$ cat src/rtl/packed_nibble_line_rasterizer_defines.svh
// assertion macros for the rasterizer rtl
`ifndef PACKED_NIBBLE_LINE_RASTERIZER_DEFINES_SVH
`define PACKED_NIBBLE_LINE_RASTERIZER_DEFINES_SVH

// condition must hold in the same cycle
`define PNLR_ASSERT_SAME(label, clk, rst, ante, cons) \
   label: assert property (@(posedge clk) disable iff (rst) (ante) |-> (cons)) \
      else $error("pnlr same-cycle check failed");

// condition must hold in the next cycle
`define PNLR_ASSERT_NEXT(label, clk, rst, ante, cons) \
   label: assert property (@(posedge clk) disable iff (rst) (ante) |=> (cons)) \
      else $error("pnlr next-cycle check failed");

`endif

$ cat src/rtl/pnlr_pkg.sv
`timescale 1ns / 1ps
`default_nettype none

package pnlr_pkg;

   localparam int CMD_BITS       = 2;
   localparam int COLOR_BITS     = 8;
   localparam int PIXEL_BITS     = 4;
   localparam int DATA_BITS      = 8;
   localparam int READ_ADDR_BITS = 13;

   localparam logic [DATA_BITS-1:0]  NIBBLE_LO_MASK = 8'h0f;
   localparam logic [DATA_BITS-1:0]  NIBBLE_HI_MASK = 8'hf0;
   localparam logic [PIXEL_BITS-1:0] COLOR_MAX      = 4'hf;

   typedef enum logic [CMD_BITS-1:0] {
      CMD_PLOT  = 2'd0,
      CMD_LINE  = 2'd1,
      CMD_READ  = 2'd2,
      CMD_CLEAR = 2'd3
   } cmd_type;

   typedef enum logic [2:0] {
      ST_CLEAR,
      ST_IDLE,
      ST_PIX_RD,
      ST_PIX_WR,
      ST_BYTE_RD
   } state_type;

   // walker controls from the sequencer
   typedef struct packed {
      logic load;
      logic step;
   } walk_ctrl_type;

endpackage

`default_nettype wire

$ cat src/rtl/pnlr_walker.sv
`timescale 1ns / 1ps
`default_nettype none

module pnlr_walker import pnlr_pkg::*; #(
   parameter int COORD_BITS = 12
) (
   input  wire logic                         clock,
   input  wire logic                         reset,
   input  wire walk_ctrl_type                walk_ctrl,
   input  wire logic signed [COORD_BITS-1:0] ld_x_start,
   input  wire logic signed [COORD_BITS-1:0] ld_y_start,
   input  wire logic signed [COORD_BITS-1:0] ld_x_end,
   input  wire logic signed [COORD_BITS-1:0] ld_y_end,
   output logic signed      [COORD_BITS-1:0] walk_x,
   output logic signed      [COORD_BITS-1:0] walk_y,
   output logic                              walk_at_end
);

   localparam int DW = COORD_BITS + 1;
   localparam int EW = COORD_BITS + 3;

   logic signed [COORD_BITS-1:0] walk_x_ff, walk_x_in;
   logic signed [COORD_BITS-1:0] walk_y_ff, walk_y_in;
   logic signed [EW-1:0]         err_ff, err_in;
   logic signed [COORD_BITS-1:0] x_end_ff, y_end_ff;
   logic signed [DW-1:0]         dx_ff, dy_ff, dx_in, dy_in;
   logic                         sx_neg_ff, sy_neg_ff;
   logic signed [EW:0]           e2;
   logic                         go_x, go_y;

   // absolute deltas of the new line
   always_comb begin
      if (ld_x_end > ld_x_start) begin
         dx_in = DW'(ld_x_end) - DW'(ld_x_start);
      end else begin
         dx_in = DW'(ld_x_start) - DW'(ld_x_end);
      end
      if (ld_y_end > ld_y_start) begin
         dy_in = DW'(ld_y_end) - DW'(ld_y_start);
      end else begin
         dy_in = DW'(ld_y_start) - DW'(ld_y_end);
      end
   end

   assign e2   = $signed({err_ff, 1'b0});
   assign go_x = e2 > -((EW+1)'(dy_ff));
   assign go_y = e2 < (EW+1)'(dx_ff);

   always_comb begin
      walk_x_in = walk_x_ff;
      walk_y_in = walk_y_ff;
      err_in    = err_ff;
      if (walk_ctrl.load) begin
         walk_x_in = ld_x_start;
         walk_y_in = ld_y_start;
         err_in    = EW'(dx_in) - EW'(dy_in);
      end else if (walk_ctrl.step) begin
         err_in = err_ff - (go_x ? EW'(dy_ff) : EW'(0)) + (go_y ? EW'(dx_ff) : EW'(0));
         if (go_x) begin
            walk_x_in = walk_x_ff + (sx_neg_ff ? {COORD_BITS{1'b1}} : COORD_BITS'(1));
         end
         if (go_y) begin
            walk_y_in = walk_y_ff + (sy_neg_ff ? {COORD_BITS{1'b1}} : COORD_BITS'(1));
         end
      end
   end

   always_ff @(posedge clock) begin
      if (reset) begin
         walk_x_ff <= '0;
         walk_y_ff <= '0;
         err_ff    <= '0;
      end else begin
         walk_x_ff <= walk_x_in;
         walk_y_ff <= walk_y_in;
         err_ff    <= err_in;
      end
   end

   always_ff @(posedge clock) begin
      if (walk_ctrl.load) begin
         x_end_ff  <= ld_x_end;
         y_end_ff  <= ld_y_end;
         dx_ff     <= dx_in;
         dy_ff     <= dy_in;
         sx_neg_ff <= !(ld_x_start < ld_x_end);
         sy_neg_ff <= !(ld_y_start < ld_y_end);
      end
   end

   assign walk_x      = walk_x_ff;
   assign walk_y      = walk_y_ff;
   assign walk_at_end = (walk_x_ff == x_end_ff) && (walk_y_ff == y_end_ff);

endmodule

`default_nettype wire

$ cat config.mk
export PLATFORM = sky130hd
export DESIGN_NAME = pnlr_walker
export DESIGN_NICKNAME = d
export VERILOG_FILES = /design/src/rtl/packed_nibble_line_rasterizer_defines.svh /design/src/rtl/pnlr_pkg.sv /design/src/rtl/pnlr_walker.sv
export SDC_FILE = /design/constraint.sdc
export NUM_CORES = 1
export LEC_CHECK = 0
export ABC_AREA = 0
export ABC_CLOCK_PERIOD_IN_PS = 13650
export BUFFER_PORTS_ARGS = -buffer_cell sky130_fd_sc_hd__buf_2
export CAP_MARGIN = 0
export CORE_UTILIZATION = 65
export CTS_CLUSTER_DIAMETER = 100
export DETAILED_ROUTE_END_ITERATION = 6
export GPL_ROUTABILITY_DRIVEN = 0
export PLACE_DENSITY = 0.9
export SLEW_MARGIN = 5
export SYNTH_ARGS = -nofsm -noshare
export SYNTH_HDL_FRONTEND = slang
export SYNTH_SLANG_ARGS = --single-unit
$ cat constraint.sdc
create_clock -name clock -period 13.65 [get_ports clock]
set_clock_uncertainty 0.05 [all_clocks]
set_input_delay 2.73 -clock clock [delete_from_list [all_inputs] [get_ports clock]]
set_output_delay 2.73 -clock clock [all_outputs]
set_load 0.05 [all_outputs]
# After elaboration in Yosys (flattened, before gate mapping)
# Index checks and enable logic that the tools add are counted.
[totals]
register_bits = 91
in_bits = 52
output_inout_bits = 25
elab_cells = 49
[classes]
n_addsub = 10
n_lt_le_gt_ge = 6
n_eq_ne = 2
mux = 14
reduce_logical = 8
[op_table]
columns = ["cell", "count"]
rows = [
  ["12-bit 2-to-1 mux", 8],
  ["15-bit 2-to-1 mux", 4],
  ["12-bit by 12-bit subtractor with 13-bit output", 4],
  ["13-bit 2-to-1 mux", 2],
  ["12-bit adder", 2],
  ["12-bit equality test", 2],
  ["12-bit greater-than comparator", 2],
  ["12-bit < comparator", 2],
  ["16-bit greater-than comparator", 1],
  ["16-bit by 13-bit < comparator with 1-bit output", 1],
  ["13-bit negation with 16-bit output", 1],
  ["15-bit adder", 1],
  ["15-bit subtractor", 1],
  ["13-bit by 13-bit subtractor with 14-bit output", 1],
  ["2-bit nonzero test", 3],
  ["2-bit AND reduction", 2],
  ["1-bit logical NOT", 2],
  ["1-bit logical AND", 1],
]

# Longest topological paths before layout
[logic_depth]
depth_word = 7
depth_mapped = 30
ltp_nobuf = 29

# Worst setup path after synthesis
# Ideal clock, no wire load.
[synth_path]
kind = "input to register"
start = "input ld_x_start[1]"
end = "register err_ff[13]"
setup_ns = 0.058
t_arrival_ns = 6.528
required_time_ns = 13.542
path_slack_ns = 7.014
cell_stages = 20
n_path_buf = 1
cell_sequence = "inv_1 -> ha_1 -> nor2b_1 -> o21ai_0 -> a21boi_0 -> o21ai_0 -> a21oi_2 -> buf_2 -> mux2_2 -> inv_1 -> ha_1 -> nor2b_1 -> o21ai_0 -> a21boi_0 -> o211ai_1 -> a21oi_1 -> o31ai_1 -> a21oi_1 -> a311oi_1 -> o21a_1"
[synth_via]
elab_chain_len = 4
[synth_rtl]
columns = ["item", "line_no", "text"]
rows = [
  ["start, declared", "pnlr_walker.sv:10", "input wire logic signed [COORD_BITS-1:0] ld_x_start,"],
  ["12-bit by 12-bit subtractor with 13-bit output, or another cell as far along", "pnlr_walker.sv:36", "dx_in = DW'(ld_x_start) - DW'(ld_x_end);"],
  ["13-bit 2-to-1 mux (*)", "pnlr_walker.sv:33", "if (ld_x_end > ld_x_start) begin"],
  ["via dx_in[1]", "pnlr_walker.sv:26", "logic signed [DW-1:0] dx_ff, dy_ff, dx_in, dy_in;"],
  ["13-bit by 13-bit subtractor with 14-bit output (*)", "pnlr_walker.sv:56", "err_in = EW'(dx_in) - EW'(dy_in);"],
  ["15-bit 2-to-1 mux (*)", "pnlr_walker.sv:53", "if (walk_ctrl.load) begin"],
  ["end signal, assigned", "pnlr_walker.sv:76", "err_ff <= err_in;"],
  ["end, declared", "pnlr_walker.sv:24", "logic signed [EW-1:0] err_ff, err_in;"],
]
# Mark *: on every way through the listed nets, which the timed path passes. The rest lies on a longest branch.
# A chain may end at the register's enable or synchronous reset.

# Worst setup path in the final report
# Ends and elaborated chain as after synthesis.

==> results_dict.tcl <==
set metrics [dict create \
    drc 0 \
    clk_latency_ns 0.35 \
    multiInputGateArea_mm2 0.006465 \
    routed_wl_mm 24.50 \
    ys.flop_type "edfxtp_1" \
    core_area_mm2 0.01410 \
    slew_headroom 0.2448 \
    crit_path_start_kind "input pin" \
    synth-seq-cells 91 \
    syn_inst 1100 \
    async_flop_share 0 \
    die_h_um 122.9 \
    wire_per_inst_um 18.28 \
    crit_family "compound AO/OA/AOI/OAI gates" \
    grt_overflow_total 0 \
    via_per_inst 6.301 \
    final_core_util 0.7298 \
    whs_path_depth 2 \
    rr_worst_depth 25 \
    synth_commonest_cells "inv_1, ha_1, nand2_1, a21oi_1, xnor2_1" \
    crit_chain "buf_2 -> inv_1 -> ha_1 -> nor2b_1 -> o21ai_0 -> a21boi_0 -> o21ai_0 -> a21oi_2 -> mux2_2 -> inv_1 -> ha_1 -> nor2b_1 -> o21ai_0 -> a21boi_0 -> o211ai_1 -> a21oi_1 -> o31ai_1 -> a21oi_1 -> a311oi_1 -> o21a_1" \
    clockBufferDepth 2 \
    period_share 0.5320 \
    peakVddDrop_v 0.00009699 \
    cts-resized-gates 0 \
    reg2reg_slack_ns 6.80 \
    start_util 0.6743 \
    grt_max_degree 63 \
    cts_tree "built" \
    crit_buf_inv 3 \
    hold_start "walk_x[5]$_SDFFE_PP0P_" \
    dieWidth_um 122.9 \
    cts.reportedPaths.clkPinSlew_ns 0.06 \
    timing.rr.start "dy_ff[2]$_DFFE_PP_" \
    port_buffers 76 \
    yosys.area.top_type_share 0.1698 \
    postPlaceCellArea_mm2 0.009971 \
    grt_pass1_wl_mm 39.30 \
    postLayoutSetupSlackWorst_ns 6.388 \
    design_area_mm2 0.01029 \
    fillers 991 \
    ioPinCount 77 \
    syn_area_per_cell_um2 8.641 \
    hp-class "reg2reg" \
    fin_crit_ns 7.262 \
    clock-sinks 91 \
    p_per_area_mw_per_mm2 204.9 \
    cts_buffers 9 \
    worstMarginPinSlew_ns 1.133 \
    holdPathEnd "walk_x[5]$_SDFFE_PP0P_" \
    grt_pass1_vias 8031 \
    yosysWarnings 0 \
    preCtsSetupSlack_ns 6.145 \
    ant_nets 0 \
    diodes 0 \
    grt_util_all_layers 0.3360 \
    ys_seq_area_frac 0.2464 \
    yosysMostFrequentCell "inv_1" \
    cpMostUsedCell "o21ai_0" \
    synth_edf_count 52 \
    drive_gt1_frac 0.1009 \
    rr_endpoint "err_ff[14]$_SDFFE_PP0P_" \
    dieArea_mm2 0.01511 \
    worstPathArrival_ns 7.51 \
    num_vias 8443 \
    synth_cell_type_count 74 \
    synthesis.area_mm2 0.009505 \
    rsz0062_at_grt "false" \
    drt_iter0_markers 778 \
    seqCellArea_mm2 0.002342 \
    max_cap_violations 0 \
    synth_area_leaders "ha_1, edfxtp_1, dfxtp_1" \
    p_leak_uw 0.004898 \
    fmax_mhz 137.7 \
    critPathMaxFanout 17 \
    crit_slowest_cell "a21oi_2" \
    maxSlewViolCount 0 \
    cts-htree-levels 3 \
    criticalPathCategory "in2reg" \
    antenna_found_initial 0 \
    fp-row-count 43 \
    setup_viol 0 \
    final_nets 1357 \
    cp-end-kind "flop" \
    synth_nets 1302 \
    dp_hpwl_mm 18.82 \
    cpPeakStageDelay_ns 0.74 \
    cts_setup_buffers 0 \
    hold_viol 0 \
    root_buffer "clkbuf_16" \
    firstDrtPassIters 5 \
    status "finished, final reports clean" \
    synth_area_leader_cell "ha_1" \
    cp.required_ns 13.90 \
    cts_hold_buffers 0 \
    syn2layout_area_growth_pct 8.227 \
    tns_ns 0 \
]
[per-stage QoR]
| step | hold WS [ns] | std cells | power (uW) |
|---|---|---|---|
| floorplan | 0.5106 | 1100 | 1515 |
| global placement | 0.4413 | 1324 | 1769 |
| detailed placement | 0.4455 | 1324 | 1810 |
| CTS | 0.4577 | 1340 | 2095 |
| global route | 0.5124 | 1340 | 2296 |
| finish | 0.4673 | 1340 | 2108 |
[cells in the final DEF (no fill, tap or decap), types with 8 or more instances in the layout]
cell,synthesis,routed
clkbuf_16,0,9
nor3_1,22,22
and2_1,17,17
a211oi_1,28,28
xor2_1,31,31
edfxtp_1,52,52
a21oi_1,67,67
dfxtp_1,39,39
o22ai_1,8,8
inv_1,144,144
nand4_1,13,13
nand3_1,20,20
xnor2_1,65,65
a21o_1,30,30
a31oi_1,8,8
mux2i_1,19,19
buf_2,12,75
ha_1,129,129
nor2_1,64,64
a22oi_1,8,8
o21a_1,14,14
o21ai_0,36,36
nand2_1,69,69
nor2b_1,23,23
nand2b_1,17,17
fa_1,21,21
[worst max-delay path by stage]
stage             startpoint                       to  slack [ns]  depth (start not counted)
4_1_cts        ld_x_start[1]  err_ff[13]$_SDFFE_PP0P_        6.46                         20
5_1_grt        ld_x_start[1]  err_ff[12]$_SDFFE_PP0P_        6.04                         20
3_3_place_gp   ld_x_start[8]  err_ff[13]$_SDFFE_PP0P_        6.29                         19
6_report       ld_x_start[1]  err_ff[13]$_SDFFE_PP0P_        6.39                         20
2_1_floorplan  ld_x_start[1]  err_ff[13]$_SDFFE_PP0P_        7.01                         20
3_5_place_dp   ld_x_start[6]  err_ff[13]$_SDFFE_PP0P_        6.14                         19
[per-layer routing]
metal  up-vias  share of wire  wire length [um]  GRT usage
met4         0          0.037               904     0.1418
met2       403           0.46             11190     0.5414
met1      3955           0.43             10560     0.4528
li1       3991              -                 -          -
met3        94          0.075              1842    0.04566
met5         -              0                 0          0
[cell type report]
cell class,instances,area share
Multi-Input combinational cell,830,0.6284
Sequential cell,91,0.2277
Tap cell,180,0.02189
Clock inverter,7,0.008879
Inverter,146,0.05327
Timing Repair Buffer,77,0.03795
Clock buffer,9,0.02189
[worst reg2reg max path: stages, from the launching register on]
cell	delay, ns
edfxtp_1	0.49
nor2_1	0.16
nand3_1	0.12
or3_1	0.36
or4_1	0.47
nor3_1	0.32
a21o_1	0.18
ha_1	0.19
nand3_1	0.15
nor3_1	0.41
nand2_1	0.11
o21ai_1	0.16
a211oi_2	0.08
mux2i_2	0.61
and2_1	0.25
fa_1	0.47
fa_1	0.48
nor2b_1	0.13
o21a_1	0.14
o21ai_0	0.17
a211oi_1	0.33
o2111ai_1	0.17
a31o_2	0.26
and3b_1	0.18
mux2i_1	0.14
a21bo_1	0.21
[sequential cells by signal, summed over array words and instances (netlist names)]
| register | count |
|---|---|
| err_ff | 15 |
| dx_ff | 13 |
| dy_ff | 13 |
| walk_x | 12 |
| walk_y | 12 |
| x_end_ff | 12 |
| y_end_ff | 12 |
| sx_neg_ff | 1 |
| sy_neg_ff | 1 |
[power by group]
part           switching, uW  total [uW]  leakage (uW)  internal, uW
clock                    110         270      0.000157           160
combinational            812        1430       0.00391           618
sequential              58.8         408      0.000833           349
[cells by family (layout without fill, tap and decap cells)]
logic type / Yosys count / in the layout / synth area share
buffers and inverters: 179 / 239 / 0.07345
AO/OA/AOI/OAI: 273 / 273 / 0.1963
adder cells (fa/ha/maj): 150 / 150 / 0.2140
XOR/XNOR: 96 / 96 / 0.08846
multiplexers: 30 / 30 / 0.03396
flip-flops: 91 / 91 / 0.2464
AND/OR/NAND/NOR: 281 / 281 / 0.1474
(Power assumes the default switching activity.)
